**src/hw/rtl/kdmb_pkg.sv**
```systemverilog
`default_nettype none
package kdmb_pkg;

    localparam int unsigned KEY_SLOTS_DEFAULT = 4;
    localparam int unsigned MAX_SLOTS         = 8;
    localparam int unsigned WORD_SLOTS        = 4;
    localparam int unsigned CODE_W            = 8;
    localparam int unsigned WORD_W            = 32;
    localparam int unsigned STAMP_W           = 32;
    localparam int unsigned LIMIT_W           = 16;
    localparam int unsigned COUNT_W           = 17;
    localparam int unsigned PADDR_W           = 3;
    localparam int unsigned PDATA_W           = 32;

    localparam logic [COUNT_W-1:0] COUNT_STEP = COUNT_W'(10);

    // register index, taken from paddr[2]
    localparam logic REG_STABLE_LIMIT = 1'b0;

    typedef struct packed {
        logic              fire;
        logic [WORD_W-1:0] newer;
        logic [WORD_W-1:0] older;
    } scan_t;

    function automatic logic [CODE_W-1:0] slot_code(input logic [WORD_W-1:0] word,
                                                    input int unsigned slot);
        logic [WORD_W-1:0] sh;
        sh = '0;
        if (slot >= WORD_SLOTS) begin
            return '0;
        end
        sh = word >> (CODE_W * slot);
        return sh[CODE_W-1:0];
    endfunction

    function automatic logic word_holds(input logic [WORD_W-1:0] word,
                                        input logic [CODE_W-1:0] code,
                                        input int unsigned key_slots);
        logic hit;
        hit = 1'b0;
        for (int unsigned s = 0; s < MAX_SLOTS; s++) begin
            if (s < key_slots && slot_code(word, s) == code) begin
                hit = 1'b1;
            end
        end
        return hit;
    endfunction

endpackage
`default_nettype wire

```
**src/hw/rtl/kdmb_lane.sv**
```systemverilog
`default_nettype none
module kdmb_lane #(
    parameter int unsigned KEY_SLOTS = kdmb_pkg::KEY_SLOTS_DEFAULT,
    parameter int unsigned LANE      = 0
) (
    input  kdmb_pkg::scan_t                  scan,
    output logic [kdmb_pkg::CODE_W-1:0]      new_code,
    output logic [kdmb_pkg::CODE_W-1:0]      old_code,
    output logic                             make_hit,
    output logic                             brk_hit
);
    import kdmb_pkg::*;

    always_comb begin
        new_code = slot_code(scan.newer, LANE);
        old_code = slot_code(scan.older, LANE);
        make_hit = (new_code != '0) && !word_holds(scan.older, new_code, KEY_SLOTS);
        brk_hit  = (old_code != '0) && !word_holds(scan.newer, old_code, KEY_SLOTS);
    end

endmodule
`default_nettype wire

```
**src/hw/rtl/kdmb_debounce.sv**
```systemverilog
`default_nettype none
module kdmb_debounce (
    input  logic                             aclk,
    input  logic                             aresetn,
    input  logic                             accept,
    input  logic [kdmb_pkg::WORD_W-1:0]      sample,
    input  logic [kdmb_pkg::LIMIT_W-1:0]     limit,
    output kdmb_pkg::scan_t                  scan
);
    import kdmb_pkg::*;

    logic [WORD_W-1:0]  held_reg, held_next;
    logic [COUNT_W-1:0] count_reg, count_next;
    logic [WORD_W-1:0]  reported_reg, reported_next;
    logic [COUNT_W-1:0] limit_ext;

    always_comb begin
        limit_ext = COUNT_W'(limit);
        if (sample != held_reg) begin
            held_next  = sample;
            count_next = '0;
        end else if (count_reg < limit_ext) begin
            held_next  = held_reg;
            count_next = count_reg + COUNT_STEP;
        end else begin
            held_next  = held_reg;
            count_next = count_reg;
        end
        scan.fire     = (reported_reg != held_next) && (count_next >= limit_ext);
        scan.newer    = held_next;
        scan.older    = reported_reg;
        reported_next = scan.fire ? held_next : reported_reg;
    end

    always_ff @(posedge aclk) begin
        if (!aresetn) begin
            held_reg     <= '0;
            count_reg    <= '0;
            reported_reg <= '0;
        end else if (accept) begin
            held_reg     <= held_next;
            count_reg    <= count_next;
            reported_reg <= reported_next;
        end
    end

`ifndef NO_ASSERTIONS
    a_report_tracks_held: assert property (@(posedge aclk) disable iff (!aresetn)
        accept && scan.fire |=> reported_reg == held_reg)
        else $error("reported word not taken from held sample");
    a_change_clears_count: assert property (@(posedge aclk) disable iff (!aresetn)
        accept && sample != held_reg |=> count_reg == '0)
        else $error("stability count not cleared on sample change");
`endif

endmodule
`default_nettype wire

```
**src/hw/rtl/kdmb_merge.sv**
```systemverilog
`default_nettype none
module kdmb_merge #(
    parameter int unsigned KEY_SLOTS = kdmb_pkg::KEY_SLOTS_DEFAULT,
    localparam int unsigned EV_N     = 2 * KEY_SLOTS
) (
    input  logic                                      aclk,
    input  logic                                      aresetn,
    input  logic                                      load,
    input  logic [EV_N-1:0]                           hits_in,
    input  logic [EV_N-1:0][kdmb_pkg::CODE_W-1:0]     codes_in,
    input  logic [kdmb_pkg::STAMP_W-1:0]              stamp_in,
    output logic                                      load_ready,
    output logic                                      m_valid,
    input  logic                                      m_ready,
    output logic [kdmb_pkg::CODE_W-1:0]               m_key_code,
    output logic                                      m_is_break,
    output logic [kdmb_pkg::STAMP_W-1:0]              m_event_time,
    output logic                                      m_last
);
    import kdmb_pkg::*;

    localparam int unsigned IDX_W = $clog2(EV_N);

    logic [EV_N-1:0]              ev_mask_reg, ev_mask_next;
    logic [EV_N-1:0][CODE_W-1:0]  ev_code_reg;
    logic [STAMP_W-1:0]           stamp_reg;
    logic                         m_valid_reg, m_valid_next;
    logic [CODE_W-1:0]            m_key_code_reg;
    logic                         m_is_break_reg;
    logic [STAMP_W-1:0]           m_event_time_reg;
    logic                         m_last_reg;

    logic [IDX_W-1:0] pick_idx;
    logic             pick_brk;
    logic             found;
    logic [EV_N-1:0]  rest_mask;
    logic             pend_any;
    logic             out_free;
    logic             pop;

    always_comb begin
        pick_idx = '0;
        pick_brk = 1'b0;
        found    = 1'b0;
        for (int unsigned i = 0; i < EV_N; i++) begin
            if (!found && ev_mask_reg[i]) begin
                pick_idx = IDX_W'(i);
                pick_brk = (i >= KEY_SLOTS);
                found    = 1'b1;
            end
        end
        rest_mask  = ev_mask_reg & ~(EV_N'(1) << pick_idx);
        pend_any   = |ev_mask_reg;
        out_free   = !m_valid_reg || m_ready;
        pop        = pend_any && out_free;
        load_ready = !pend_any || (pop && rest_mask == '0);

        if (load) begin
            ev_mask_next = hits_in;
        end else if (pop) begin
            ev_mask_next = rest_mask;
        end else begin
            ev_mask_next = ev_mask_reg;
        end

        if (pop) begin
            m_valid_next = 1'b1;
        end else if (m_ready) begin
            m_valid_next = 1'b0;
        end else begin
            m_valid_next = m_valid_reg;
        end
    end

    always_ff @(posedge aclk) begin
        if (!aresetn) begin
            ev_mask_reg <= '0;
            m_valid_reg <= 1'b0;
        end else begin
            ev_mask_reg <= ev_mask_next;
            m_valid_reg <= m_valid_next;
        end
    end

    always_ff @(posedge aclk) begin
        if (load) begin
            ev_code_reg <= codes_in;
            stamp_reg   <= stamp_in;
        end
        if (pop) begin
            m_key_code_reg   <= ev_code_reg[pick_idx];
            m_is_break_reg   <= pick_brk;
            m_event_time_reg <= stamp_reg;
            m_last_reg       <= (rest_mask == '0);
        end
    end

    assign m_valid      = m_valid_reg;
    assign m_key_code   = m_key_code_reg;
    assign m_is_break   = m_is_break_reg;
    assign m_event_time = m_event_time_reg;
    assign m_last       = m_last_reg;

`ifndef NO_ASSERTIONS
    a_load_when_free: assert property (@(posedge aclk) disable iff (!aresetn)
        load |-> load_ready)
        else $error("pending events overwritten");
    a_stall_blocks_load: assert property (@(posedge aclk) disable iff (!aresetn)
        pend_any && !out_free |-> !load_ready)
        else $error("input taken while result path stalled");
    a_last_empties: assert property (@(posedge aclk) disable iff (!aresetn)
        pop && rest_mask == '0 && !load |=> !pend_any && m_valid_reg && m_last_reg)
        else $error("final event did not drain pending set");
`endif

endmodule
`default_nettype wire

```
**src/hw/rtl/keyboard_debounce_make_break_unit.sv**
```systemverilog
`default_nettype none
// Keyboard debounce with make/break event output. Each input transaction is one scan tick;
// when it is taken, the debounce state updates at once and all slot lanes compare the new
// and old words in parallel. A tick producing n events (0 to 2*min(KEY_SLOTS,4)) holds the
// result side while its pending events drain through the single output register, one per
// cycle unless m_ready stalls the output, so the next tick is accepted in the cycle the previous
// tick's last event moves into that register, or immediately when a tick makes no events.
// stable_limit lives at byte address 0; a read there returns it.
module keyboard_debounce_make_break_unit #(
    parameter int unsigned KEY_SLOTS = kdmb_pkg::KEY_SLOTS_DEFAULT
) (
    input  logic                              aclk,
    input  logic                              aresetn,
    input  logic                              psel,
    input  logic                              penable,
    input  logic                              pwrite,
    input  logic [kdmb_pkg::PADDR_W-1:0]      paddr,
    input  logic [kdmb_pkg::PDATA_W-1:0]      pwdata,
    output logic [kdmb_pkg::PDATA_W-1:0]      prdata,
    output logic                              pready,
    input  logic                              s_valid,
    output logic                              s_ready,
    input  logic [kdmb_pkg::WORD_W-1:0]       s_key_sample,
    input  logic [kdmb_pkg::STAMP_W-1:0]      s_timestamp,
    output logic                              m_valid,
    input  logic                              m_ready,
    output logic [kdmb_pkg::CODE_W-1:0]       m_key_code,
    output logic                              m_is_break,
    output logic [kdmb_pkg::STAMP_W-1:0]      m_event_time,
    output logic                              m_last
);
    import kdmb_pkg::*;

    localparam int unsigned EV_N = 2 * KEY_SLOTS;

    logic [LIMIT_W-1:0]          limit_reg;
    scan_t                       scan;
    logic                        accept;
    logic                        load;
    logic                        load_ready;
    logic [EV_N-1:0]             hits;
    logic [EV_N-1:0][CODE_W-1:0] codes;

    // config register
    assign pready = 1'b1;

    always_ff @(posedge aclk) begin
        if (!aresetn) begin
            limit_reg <= '0;
        end else if (psel && penable && pwrite && pready && paddr[2] == REG_STABLE_LIMIT) begin
            limit_reg <= pwdata[LIMIT_W-1:0];
        end
    end

    always_comb begin
        if (paddr == '0) begin
            prdata = PDATA_W'(limit_reg);
        end else begin
            prdata = '0;
        end
    end

    assign s_ready = load_ready;
    assign accept  = s_valid && s_ready;
    assign load    = accept && scan.fire && (|hits);

    kdmb_debounce u_debounce (
        .aclk    (aclk),
        .aresetn (aresetn),
        .accept  (accept),
        .sample  (s_key_sample),
        .limit   (limit_reg),
        .scan    (scan)
    );

    for (genvar g = 0; g < KEY_SLOTS; g++) begin : g_lane
        kdmb_lane #(
            .KEY_SLOTS (KEY_SLOTS),
            .LANE      (g)
        ) u_lane (
            .scan     (scan),
            .new_code (codes[g]),
            .old_code (codes[KEY_SLOTS + g]),
            .make_hit (hits[g]),
            .brk_hit  (hits[KEY_SLOTS + g])
        );
    end

    kdmb_merge #(
        .KEY_SLOTS (KEY_SLOTS)
    ) u_merge (
        .aclk         (aclk),
        .aresetn      (aresetn),
        .load         (load),
        .hits_in      (hits),
        .codes_in     (codes),
        .stamp_in     (s_timestamp),
        .load_ready   (load_ready),
        .m_valid      (m_valid),
        .m_ready      (m_ready),
        .m_key_code   (m_key_code),
        .m_is_break   (m_is_break),
        .m_event_time (m_event_time),
        .m_last       (m_last)
    );

endmodule
`default_nettype wire

```
**config.mk**
```make
export PLATFORM = sky130hd
export DESIGN_NAME = keyboard_debounce_make_break_unit
export DESIGN_NICKNAME = d
export VERILOG_FILES = /design/src/hw/rtl/kdmb_pkg.sv /design/src/hw/rtl/kdmb_lane.sv /design/src/hw/rtl/kdmb_debounce.sv /design/src/hw/rtl/kdmb_merge.sv /design/src/hw/rtl/keyboard_debounce_make_break_unit.sv
export SDC_FILE = /design/constraint.sdc
export NUM_CORES = 1
export LEC_CHECK = 0
export BUFFER_PORTS_ARGS = -buffer_cell sky130_fd_sc_hd__buf_2
export CORE_MARGIN = 8
export CORE_UTILIZATION = 45
export DETAILED_ROUTE_END_ITERATION = 8
export GPL_ROUTABILITY_DRIVEN = 1
export PLACE_DENSITY = 0.7
export SYNTH_ARGS = -nofsm -noshare
export SYNTH_HDL_FRONTEND = slang
export SYNTH_SLANG_ARGS = --single-unit
```
**constraint.sdc**
```tcl
create_clock -name aclk -period 10.19 [get_ports aclk]
set_clock_uncertainty 0.2 [all_clocks]
set_input_delay 2.038 -clock aclk [delete_from_list [all_inputs] [get_ports aclk]]
set_output_delay 2.038 -clock aclk [all_outputs]
set_load 0.1 [all_outputs]
```
* Word level (Yosys, flattened, before mapping) *
Index checks and enable logic that the tools add are counted.

cells by class
  bitwise logic cells = 3
  equal/unequal tests = 34
  shift-type cells = 1
  muxes and demuxes = 57
  add/sub/neg operators = 1
  magnitude comparators = 3
  reductions and logical operators = 59

operator list
  kind                   number
  $eq 8x8->1             32
  $ne 32x32->1           2
  $reduce_bool 8->1      8
  $mux 1                 43
  $mux 17                2
  $mux 32                1
  $bmux 8 s3             1
  $logic_and 1x1->1      24
  $mux 8                 3
  $mux 3                 6
  $add 17x4->17 const B  1
  $ge 17x16->1           1
  $logic_not 1->1        17
  $lt 17x16->1           1
  $mux 16                1
  $reduce_or 8->1        2
  $and 8x8->8            1
  $logic_not 8->1        1
  $not 8->8              1
  $shl 1x3->8 const A    1
  $lt 3x4->1 const B     1
  $reduce_bool 2->1      2
  $logic_not 3->1        1
  $reduce_or 3->1        1
  3 further kinds        4

word-level totals
  logic and storage cells = 177
  bits of input ports = 106
  register bits after elaboration = 244

* Depth between registers and ports, before layout *
Gate-level depths: netlist of the first run.

  depth after elaboration = 32
  depth in mapped cells = 22
  gate-level depth less buffers = 19

* Cells and area by module *
From an unflattened synthesis of the first run, not the netlist that was laid out.

unflattened totals
  cell total of the unflattened synthesis = 1508
  area total of the unflattened synthesis = 15117.0 µm²

modules (own cells, without submodules)
  module                             area an instance (µm²)  instances  sequential area each (µm²)  cells an instance
  kdmb_merge                         5243.8                  1          4324.1                      283
  kdmb_debounce                      5217.5                  1          1621.6                      653
  kdmb_lane at g_lane[0].u_lane      954.7                   1          0.0                         115
  kdmb_lane at g_lane[3].u_lane      932.1                   1          0.0                         115
  keyboard_debounce_make_break_unit  930.9                   1          320.3                       112
  kdmb_lane at g_lane[1].u_lane      920.9                   1          0.0                         115
  kdmb_lane at g_lane[2].u_lane      917.1                   1          0.0                         115

* Worst setup path before layout of the first run *
No wires, ideal clock.

  kind = in2reg
  from = input s_key_sample[22] in the netlist's numbering
  to = register u_merge.ev_code_reg[0] in the netlist's numbering, enable pin
  setup slack = 0.321 ns
  setup time = 0.551 ns
  stages on the path = 17
  required time = 9.439 ns
  arrival = 9.118 ns
  buffers on the path = 5
  cell sequence = clkbuf_1 > xnor2_1 > nand4_1 > nor4_1 > nand2_1 > clkbuf_1 > clkbuf_1 > nor2_1 > ha_1 > nand4_1 > nor4_1 > a41o_1 > a221oi_1 > or3_1 > buf_2 > buf_2 > nor2_1

between the ends
  elaborated cells between the ends (all ways) = 93
  those cells by class = order compare (1); eq/ne (34); mux (34); reduce/logical (24)

RTL lines
  what                            line                                     source
  from (decl)                     keyboard_debounce_make_break_unit.sv:23  input logic [kdmb_pkg::WORD_W-1:0] s_key_sample,
  $ne 32x32->1                    kdmb_debounce.sv:19                      if (sample != held_reg) begin
  $mux 17                         kdmb_debounce.sv:19
  via u_debounce.count_next[15]   kdmb_debounce.sv:13                      logic [COUNT_W-1:0] count_reg, count_next;
  $ge 17x16->1                    kdmb_debounce.sv:29                      scan.fire = (reported_reg != held_next) && (count_next >= limit_ext);
  $logic_and 1x1->1               kdmb_debounce.sv:29
  $logic_and 1x1->1 (2 in a row)  keyboard_debounce_make_break_unit.sv:65  assign load = accept && scan.fire && (|hits);
  via load                        keyboard_debounce_make_break_unit.sv:39  logic load;
  to (signal assigned)            kdmb_merge.sv:87                         ev_code_reg <= codes_in;
  to (decl)                       kdmb_merge.sv:25                         logic [EV_N-1:0][CODE_W-1:0] ev_code_reg;

The timed path passes the listed nets, and every way through them passes these cells.
A chain may end at the register's enable or synchronous reset.

* Worst setup path after layout of the first run *
  from = input s_key_sample[6] in the netlist's numbering
  to = register u_merge.stamp_reg[0], enable pin

between the ends
  elaborated cells between the ends (all ways) = 93
  those cells by class = order compare (1); eq/ne (34); mux (34); reduce/logical (24)

RTL lines
  what                            line                                     source
  $ne 32x32->1                    kdmb_debounce.sv:19
  $mux 17                         kdmb_debounce.sv:19
  via u_debounce.count_next[11]   kdmb_debounce.sv:13
  $ge 17x16->1                    kdmb_debounce.sv:29
  $logic_and 1x1->1               kdmb_debounce.sv:29
  $logic_and 1x1->1 (2 in a row)  keyboard_debounce_make_break_unit.sv:65
  via load                        keyboard_debounce_make_break_unit.sv:39
  to (signal assigned)            kdmb_merge.sv:88                         stamp_reg <= stamp_in;
  to (decl)                       kdmb_merge.sv:26                         logic [STAMP_W-1:0] stamp_reg;

The timed path passes the listed nets, and every way through them passes these cells.

==> results of run 1 <==
## area by class of cell
class | instances | area (um^2)
timing repair buffer | 161 | 836
tap | 378 | 473
multi-input combinational | 898 | 5530
clock buffer | 35 | 726
inverter | 24 | 90.1
clock inverter | 14 | 136
sequential | 244 | 6270
fill | 2540 | 13500
## power groups by stage
stage	registers (mW)	logic (mW)	clock network (mW)
after floorplan	2.29	1.18	0
after global placement	1.69	2.20	0
after detailed placement	1.70	2.23	0
after CTS	1.68	2.24	0.962
after global routing	1.72	2.39	0.999
final	1.68	2.21	0.939
## cells by family after synthesis
group | share of synthesized area (%)
and+or+nand+nor | 16.3
AOI/OAI and AO/OA | 11.6
DFF | 50.1
buffers and inverters | 6.33
xor gates and xnor gates | 12.0
adders and majority gates | 3.36
muxes | 0.320
other | 0.0600
## metrics by stage
| step | std cells | utilization (%) | power [mW] |
|---|---|---|---|
| 2_1_floorplan | 1332 | - | 3.47 |
| 3_3_place_gp | 1705 | 47.9 | 3.89 |
| 3_5_place_dp | 1705 | 47.9 | 3.93 |
| 4_1_cts | 1754 | 51.0 | 4.88 |
| 5_1_grt | 1754 | 51.0 | 5.11 |
| 6_report | 1754 | 51.0 | 4.83 |
## critical path, cell delays in order
cell and delay, ps:
buf_2 250, xnor2_1 170, nand4_1 150, nor4_1 720, nand2_1 760, a21oi_1 470
ha_1 200, nand2_1 80, nor4_1 270, a41o_1 160, a221oi_1 130, or3_1 370
buf_4 280, nor2_4 780, buf_4 770
## placed cells by master, fill, tap and decap left out, types with 18 or more instances in the layout
cell	count
nand2_1	167
and2_1	18
a21oi_1	114
edfxtp_1	138
clkbuf_16	27
nand4_1	51
dfxtp_1	106
o21ai_1	49
ha_1	32
xnor2_1	162
nor2_1	45
buf_2	149
nor4_1	29
nand3_1	70
inv_1	23
## per-layer routing
metal,share of wire (%),up-vias
met1,43,4516
li1,-,4645
met5,0,-
met2,44,460
met3,8.9,75
met4,3.5,0
## worst min path at each step
| stage | from | endpoint | slack, ps | cells after the start |
|---|---|---|---|---|
| global route | u_merge.stamp_reg[19]$_DFFE_PP_ | u_merge.m_event_time[19]$_DFFE_PP_ | 220 | 0 |
| detailed placement | u_merge.stamp_reg[10]$_DFFE_PP_ | u_merge.m_event_time[10]$_DFFE_PP_ | 200 | 0 |
| floorplan | u_merge.stamp_reg[0]$_DFFE_PP_ | u_merge.m_event_time[0]$_DFFE_PP_ | 200 | 0 |
| global placement | u_merge.stamp_reg[3]$_DFFE_PP_ | u_merge.m_event_time[3]$_DFFE_PP_ | 200 | 0 |
| CTS | u_merge.stamp_reg[7]$_DFFE_PP_ | u_merge.m_event_time[7]$_DFFE_PP_ | 220 | 0 |
| finish | u_merge.stamp_reg[7]$_DFFE_PP_ | u_merge.m_event_time[7]$_DFFE_PP_ | 220 | 0 |
==> impl_summary.md, run 1 <==
Timing
The measured slew at the worst slew-check pin is 1210 ps. Timing would allow up to 129 MHz. The slack of the critical path is approximately 2500 ps. Headroom to the max-slew limit came out at 19.0%. Setup violations remaining at the end of the flow were counted as 0. The routed design could run at a clock period as short as ~7700 ps.

The worst-case hold slack is between 200 and 250 ps. The hold violation total from the final report was 0. The post-route setup TNS is 0 ps.

The total count of max-transition violations in the final report is 0. Setup repair after global routing left no endpoint under its margin. The ratio of final minimum period to clock period is about 76%.

Pwr
The net switching component of the power is approximately 2.3 mW. In this run, flip-flops and latches consume approximately a third of the power. The maximum VDD drop is about 0.17 mV. For this design the ratio of total power to cell area is between 300 and 400 mW/mm^2. Of the total power, the share spent switching nets is about 47%.

The share of total power dissipated in combinational logic is roughly 46%. Per report_power, the clock group accounts for around a fifth of the total. The internal power summed over all cells is ~2.6 mW. Summed over all cells, the static leakage comes to approximately 5 nW.

Clock tree
The clock input transition at the sequential cells of the worst setup and hold paths is ~60 ps. The cts-stage hold buffer count is 0. The count of instances resized after the clock tree is built is 0. The buffer depth of the longest clock path is 3. The clock tree from TritonCTS is built.

The clock network latency to the later pin of the worst-skew pair is about 520 ps. The clock tree root driver cell is clkbuf_16. The clock drives ~240 sinks. CTS built an H-tree with a depth of 1. The number of setup buffers added after CTS is 0. Buffers inserted during clock tree synthesis total 27.

Drt
After detailed routing, the number of remaining DRC violations is 0. The detailed-route wire length is approximately 33000 um. For this run, the detailed router's first-pass iteration total came to 5.

The count of nets left with antenna violations once routing finished came out at 0. The routed layout has just under 10000 vias. In this run, the number of DRC markers left after iteration 0 of detailed routing was 772. The per-cell routed wire length is between 15 and 20 um. Using the TritonRoute via totals, the vias-per-cell ratio works out to between 5 and 6.

Logic synthesis
The cell type with the highest aggregate area in the netlist is edfxtp_1. The cell count after synthesis came out at about 1300. The sequential-to-total area share from yosys stat is 50.1%.

The netlist area before placement is 0.0125 mm^2. By area the synthesized netlist is led by edfxtp_1, dfxtp_1, xnor2_1, nand2_1, a21oi_1. The portion of synthesized cell area occupied by the leading cell type is approximately a third. The commonest cells after synthesis are nand2_1, xnor2_1, edfxtp_1, clkbuf_1, a21oi_1. The number of synthesized flops with an enable pin is ~140. The yosys synthesis warning count is 0. The post-synthesis async set-or-reset flop share is 0%.

By instance count, the leading cell after synthesis is nand2_1. The flip-flop and latch count after synthesis is roughly 240. The average instance in the mapped netlist occupies about 9.5 um^2. The unique cell type count in the Yosys netlist is 57. For this run, the leading register cell type out of synthesis is edfxtp_1.

Hold path
The min-delay analysis places its worst path in the category flop to flop.

Global routing
For this run, global-route usage on met1 was measured as about 26%. The number of global-route vias before repair is approximately 9400. The global-route track usage on met2 is between 20% and 30%.

Global routing used about a fifth of the available tracks. The pin count of the biggest net entering global routing is 96. The initial antenna violation count was 0. The global routing's busiest layer is met2. The first global-routing pass estimated between 50000 and 60000 um of wire. The global-route congestion overflow total is 0. The global routing met3 resource utilization is approximately 3.4%.

Worst setup path
Data on the critical path is required at its endpoint by 10130 ps. Across all register-to-register paths, the minimum setup slack is roughly 3600 ps. In this run the worst setup path begins at s_key_sample[6]. The critical-path maximum fanout is 64. STA classifies the critical path startpoint as a primary input.

The worst setup path endpoint is u_merge.stamp_reg[0]$_DFFE_PP_. Measured in cells, the most critical reg-to-reg path has a length of 20. The worst reg2reg path endpoint is u_merge.stamp_reg[0]$_DFFE_PP_. The worst setup path is of the primary input to flop kind. The data arrival time at the worst-slack endpoint is around 7700 ps. The worst setup path is captured at a flop. In this run the critical register-to-register path is launched from limit_reg[14]$_SDFFE_PN0P_.

Placed design
The HPWL after detailed placement is around 22000 um. The post-placement cell area is about 0.013 mm^2. At the end of routability-driven placement, the weighted congestion stood at approximately 0.97. During placement, the flow inserted port buffers numbering between 100 and 150.

The worst setup slack after placement is between 1500 and 2000 ps.

Floorplan
The area of the die is ~0.033 mm^2. The vertical die dimension is approximately 180 um. In this run the standard cell core region covers ~0.028 mm^2. The initial utilization of the core area, before any placement, comes to between 40 and 50%. After floorplanning, the core was divided into a little over 60 placement rows. The width of the die is around 180 um.

In this run the count of I/O pins placed on the die edge is 183.

Run
Across the run, the number of max-cap violations was 0.

Final layout
The layout-stage area growth over the synthesis result is 12.4%. The area of all placed cells without fillers is about 0.014 mm^2. The final layout net count is 1494. 0 antenna diodes ended up in the layout. The number of flip-flops under the largest register name is 64. The ratio of cells with drive above 1 in the final layout is 15.3%.

Run status
The flow ran to the end, and the final reports show no timing, DRC or antenna violations.
Note: power is estimated with default switching activity, not from simulation.
==> run 2, diff against run 1 <==
- clock period: 10.19 -> 6.7 ns (I/O delays scaled with it)
==> run 2 against run 1 <==
  * Register-to-register slack worse by 2300 ps
  * Global-route usage is 0.20 points higher
  * Cell area is 0.75% higher
  * First-iteration DRC count is 8.4% higher
  * Critical path depth is 3 higher
  * Flip-flop and latch count stayed put
  * Core utilization is 0.38 points higher
  * Sequential power is 52% higher
  * Power is 53% higher
  * Critical path type unchanged
  * Critical endpoint is now u_merge.ev_mask_reg[3]$_SDFFE_PN0P_
  * Largest power group unchanged
==> impl_summary.md, run 2 (synthesis gave the netlist of run 1 again) <==
Floorplan
The floorplan row count is 61. The starting density of the core is roughly 45%. In this run the standard cell core region covers between 0.02 and 0.03 mm^2. The width of the die is 183 um. about 180 I/O pins were placed.

The area of the die is roughly 0.033 mm^2. Measured along the y axis, the die boundary spans ~180 um.

Timing
The ratio of final minimum period to clock period is about four fifths. The hold violation total from the final report was 0. The upper clock frequency limit is approximately 180 MHz. After routing, the total negative slack on setup checks comes to 0 ps. Setup repair after global routing left no endpoint under its margin.

The total count of max-transition violations in the final report came to 0. Measured against its own limit, the worst slew margin works out to about 22%. The measured slew at the worst slew-check pin is between 1000 and 1500 ps. The post-route minimum period is 5440 ps.

Setup violations remaining at the end of the flow were counted as 0.

Pwr
The maximum VDD drop is ~0.23 mV. The analysis attributes to cell leakage a power of 5.04 nW. The completed layout was analyzed and its total power is 7.39 mW. The total power divided by cell area is around 520 mW/mm^2.

Global routing
The global-route congestion overflow total is 0. The number of global-route vias before repair is 9368. The initial antenna violation count was 0. The overall track demand over capacity in global routing is 19.1%. The first global-routing pass estimated just over 50000 um of wire. The pin count of the biggest net entering global routing is 54.

Hold path
The type of the tightest min-delay check is flop to flop. The worst hold path passes through 0 cells.

Clock tree
The number of gates resized after CTS was 0. The root buffer cell chosen for the clock tree is clkbuf_16. The clock passes through at most 3 buffers. Buffers inserted during clock tree synthesis total 26. The clock drives roughly 240 sinks.

The clock input transition at the sequential cells of the worst setup and hold paths is approximately 60 ps. The depth of the CTS H-tree is 1. The cts-stage hold buffer count is 0. The clock network latency to the later pin of the worst-skew pair is 530 ps. In this run the post-CTS setup repair buffer count came out at 0. TritonCTS built the clock tree.

Worst setup path
The worst setup path is captured at a flop. The data arrival time at the worst-slack endpoint is 5680 ps. In this run the worst path has a maximum fanout of 34.

The worst path required time is between 6000 and 7000 ps. The critical path class is primary input to flop. The depth of the most critical reg-to-reg path is 21. The element type at the critical path start is a primary input.

Placed design
The count of input and output buffers is around 150. The routability congestion estimate from global placement is between 0.9 and 1. The HPWL after detailed placement is 23000 um.

Run
The max-capacitance violation count is 0.

Final layout
Relative to the synthesized area, the layout overhead comes to 13.2%. In the layout the commonest cells are nand2_1, xnor2_1, buf_2. The number of flip-flops under the largest register name is 64.

The repair_antennas step left the layout with diodes totalling 0. The ratio of cells with drive above 1 in the final layout is 15.8%. The library cell used most frequently in the layout, excluding fill and tap cells, is nand2_1. The final layout contains 1503 nets.

Drt
The post-route DRC violation count is 0. Summing over every cut layer, the via total after detailed routing is slightly below 10000. Dividing the detail-routed wire length by the instance count gives 18.7 um. The ratio of routed vias to standard cells is roughly 5.5. The first TritonRoute pass finished after 5 iterations.

The starting DRC count in detailed routing is 837. The antenna violation net count after detailed routing is 0. The detailed-route wire length is around 33000 um.

Run status
The flow ran to the end, and the final reports show no timing, DRC or antenna violations.
-- run 2: cell types whose count changed in the layout (fill, tap and decap cells not counted) --
cell / before / now
clkinv_4: 3 / 1
clkbuf_1: 6 / 8
clkinv_1: 2 / 1
clkinvlp_4: 0 / 2
clkinv_2: 5 / 1
clkbuf_8: 2 / 5
buf_12: 0 / 2
buf_4: 12 / 20
inv_6: 2 / 0
-- run 2: per-stage QoR --
step	utilization [%]	instances	hold WS, ps	worst slack, ps	instance area, um^2
after floorplan	-	1332	200	242	12600
after global placement	48.3	1715	200	733	13300
after detailed placement	48.3	1715	205	685	13300
after CTS	51.4	1762	218	1240	14200
after global routing	51.4	1762	223	821	14200
final	51.4	1762	217	1260	14200
-- run 2: final cells by class --
class / count / area, um^2
tap: 378 / 473
clock buffer: 40 / 774
fill: 2532 / 13400
multi-input combinational: 898 / 5530
clock inverter: 7 / 92.6
inverter: 24 / 90.1
timing repair buffer: 171 / 936
sequential: 244 / 6270
-- run 2: per-layer routing --
| metal | up-vias | GRT usage (%) | wire, um |
|---|---|---|---|
| li1 | 4667 | - | - |
| met5 | - | 0 | 0 |
| met2 | 429 | 30.1 | 14800 |
| met4 | 0 | 7.61 | 1080 |
| met1 | 4601 | 25.8 | 14400 |
| met3 | 73 | 3.56 | 2720 |
-- run 2: worst max-delay path, cell delays in order --
cell	delay [ps]
buf_2	280
xnor2_1	160
nand4_1	160
nor4_1	330
buf_4	190
nand2_1	50
buf_4	220
nor2_1	160
ha_1	250
a21o_1	160
a221oi_1	330
o221ai_1	250
or2_1	250
a221oi_1	410
or3_1	250
buf_4	400
o22ai_2	200
a311oi_1	280
-- run 2: power by group --
part / switching, mW / total [mW] / internal (mW) / leakage, nW
combinational: 2.55 / 3.39 / 0.836 / 2.44
clock: 0.572 / 1.44 / 0.870 / 0.416
sequential: 0.300 / 2.56 / 2.26 / 2.19
total: 3.42 / 7.39 / 3.97 / 5.04
-- run 2: final timing paths --
path / startpoint / endpoint / slack, ps
setup reg to reg: limit_reg[14]$_SDFFE_PN0P_ / u_merge.ev_mask_reg[3]$_SDFFE_PN0P_ / 1310
hold reg to reg: u_merge.stamp_reg[2]$_DFFE_PP_ / u_merge.m_event_time[2]$_DFFE_PP_ / 220
setup / recovery: s_key_sample[6] / u_merge.ev_mask_reg[3]$_SDFFE_PN0P_ / 1260
hold / removal: u_merge.stamp_reg[2]$_DFFE_PP_ / u_merge.m_event_time[2]$_DFFE_PP_ / 220
==> run 3, diff against run 2 <==
- clock period: 6.7 -> 4.7 ns (I/O delays scaled with it)
==> run 3 against run 2 <==
  * Cell area increased by 9.7%
  * Cell count increased by 6.0%
  * Largest power group unchanged
  * Die area unchanged
  * Non-clock buffer count increased by 103
==> impl_summary.md, run 3 (synthesis gave the netlist of run 1 again) <==
Clock tree
CTS placed an instance of clkbuf_16 at the clock tree root. CTS built an H-tree with a depth of 1. Hold repair after CTS inserted 0 buffers. The buffer depth of the longest clock path is 3. Counting the buffers created by CTS gives 27. The clock tree from TritonCTS is built. The clock input transition at the sequential cells of the worst setup and hold paths is 60 ps. The sink count of the clock tree is 244. The clock network latency to the later pin of the worst-skew pair is ~540 ps.

Final layout
The final layout net count is around 1600. The layout-stage area growth over the synthesis result is 24.2%. The finished layout holds 1868 standard cells, fillers aside. Once layout is complete, the utilization of the core stands at between 50 and 60%. In the layout the commonest cells are nand2_1, xnor2_1, buf_2. The post-route netlist has 25.6% of its cells at a drive strength greater than 1. The diode insertion count for antenna repair is 0. The number of flip-flops under the largest register name is between 60 and 70. The commonest non-fill, non-tap cell in the layout is nand2_1.

Worst setup path
The endpoint kind of the worst setup timing path is a flop. At the worst endpoint, the arrival time is 4640 ps. Along the worst path, the maximum fanout reaches 11. The worst setup path is launched from a flop. The critical path in this run is classified as flop to flop. At the worst endpoint, the required time is between 4000 and 5000 ps.

Placed design
The HPWL after detailed placement is about 25000 um. Counting tap cells, the placed design contains a total of between 1500 and 2000 instances. Timing analysis after detailed placement gives a worst setup slack of -229 ps.

The count of input and output buffers is approximately 150. The routability congestion estimate from global placement is 0.954.

Timing
The post-route setup TNS is 0 ps. The hold violation total from the final report is 0. For the finished layout, the period the worst path requires is between 4000 and 5000 ps. The upper clock frequency limit is between 200 and 250 MHz. The number of failing setup endpoints in the final timing report is 0.

The ratio of final minimum period to clock period is between 90% and 100%. The total count of max-transition violations in the final report is 0. Setup repair after global routing could not meet its margin everywhere. The relative slew slack is between 20% and 30%. The slack of the critical path is between 150 and 200 ps. For the pin with the worst max-slew slack, the measured transition is about 1200 ps.

Floorplan
The floorplan row count is 61. The floorplan core area is roughly 0.028 mm^2. For this configuration, the core starts out at a cell density of 45.4%. The floorplan step defined a die boundary enclosing approximately 0.033 mm^2. Pin placement for this block handled between 150 and 200 I/O pins. The die is 183 um tall. From left edge to right edge, the die measures between 150 and 200 um.

Global routing
Summed over all layers, the global routing overflow is 0. The first global-routing pass estimated about 54000 um of wire. The overall track demand over capacity in global routing is between 20% and 30%. The pin count of the biggest net entering global routing is 51. The initial antenna violation count came to 0. The number of global-route vias before repair is about 10000.

Run
The tool flagged a number of max-cap violations equal to 0.

Drt
In the final routed layout, each cell accounts on average for approximately 19 um. The starting DRC count in detailed routing is between 900 and 1000. For this block, the via count after detailed routing is 10200. Dividing the detail-routed via count by the number of cells gives 5.48.

The first detailed-routing pass took 7 iterations. The post-route DRC violation count is 0. Once detail routing completed, the nets flagged for antenna violations numbered 0. The detailed-route wire length is between 30000 and 40000 um.

Pwr
The total power divided by cell area is about 730 mW/mm^2. For this design the static power due to leakage is 5.74 nW. The maximum VDD drop is around 0.55 mV. Summing internal, switching and leakage power gives about 11 mW.

Hold path
The type of the tightest min-delay check is flop to flop.

Run status
The run finished with clean final reports.
## run 3: worst max-delay path: stages, from the launching register on
cell	delay, ps
dfxtp_2	320
inv_2	70
ha_4	190
a21o_1	180
a21oi_2	140
nor2_2	70
o31ai_4	330
and3_4	280
nand4_1	140
xor2_2	230
nor2_1	70
ha_1	300
a21o_1	190
a221oi_2	320
o221ai_2	170
or2_1	240
a221oi_2	240
or3_4	230
nor2_4	40
buf_12	160
clkbuf_16	170
## run 3: final timing paths
kind,cells past startpoint,slack [ps],startpoint,end
worst max register to register,20,160,limit_reg[6]$_SDFFE_PN0P_,u_merge.stamp_reg[16]$_DFFE_PP_
worst max-delay path,20,160,limit_reg[6]$_SDFFE_PN0P_,u_merge.stamp_reg[16]$_DFFE_PP_
worst min-delay path,0,220,u_merge.stamp_reg[11]$_DFFE_PP_,u_merge.m_event_time[11]$_DFFE_PP_
worst min register to register,0,220,u_merge.stamp_reg[11]$_DFFE_PP_,u_merge.m_event_time[11]$_DFFE_PP_
## run 3: layout make-up
type / count / area (um^2)
clock buffer: 35 / 736
clock inverter: 15 / 238
fill: 2377 / 12000
inverter: 24 / 90.1
multi-input combinational: 898 / 5820
sequential: 244 / 6270
tap: 378 / 473
timing repair buffer: 274 / 1910
## run 3: routing by layer
metal	track usage (%)	up-vias	share of wire [%]
li1	-	4879	-
met1	27.3	4828	43
met2	32.4	453	45
met3	3.50	84	8.5
met4	6.20	0	3.5
met5	0	-	0
## run 3: stage by stage
stage	instance area [um^2]	hold slack (ps)
4_1_cts	15100	218
5_1_grt	15500	222
3_5_place_dp	14100	205
6_report	15500	217
2_1_floorplan	12900	200
3_3_place_gp	14100	201
## run 3: repair_timing
action / CTS / global route
buffers inserted: 2 / 6
gates cloned: 0 / 9
pin swaps: 4 / 25
gates resized for setup: 4 / 51
endpoints found under the setup margin: 135 / 136
endpoints found under the hold margin: 0 / 0
## run 3: report_power, final
group / total [mW] / switching (mW) / internal [mW]
Sequential: 3.66 / 0.438 / 3.22
Clock: 2.28 / 0.848 / 1.43
Combinational: 5.33 / 3.83 / 1.50
Total: 11.3 / 5.11 / 6.16
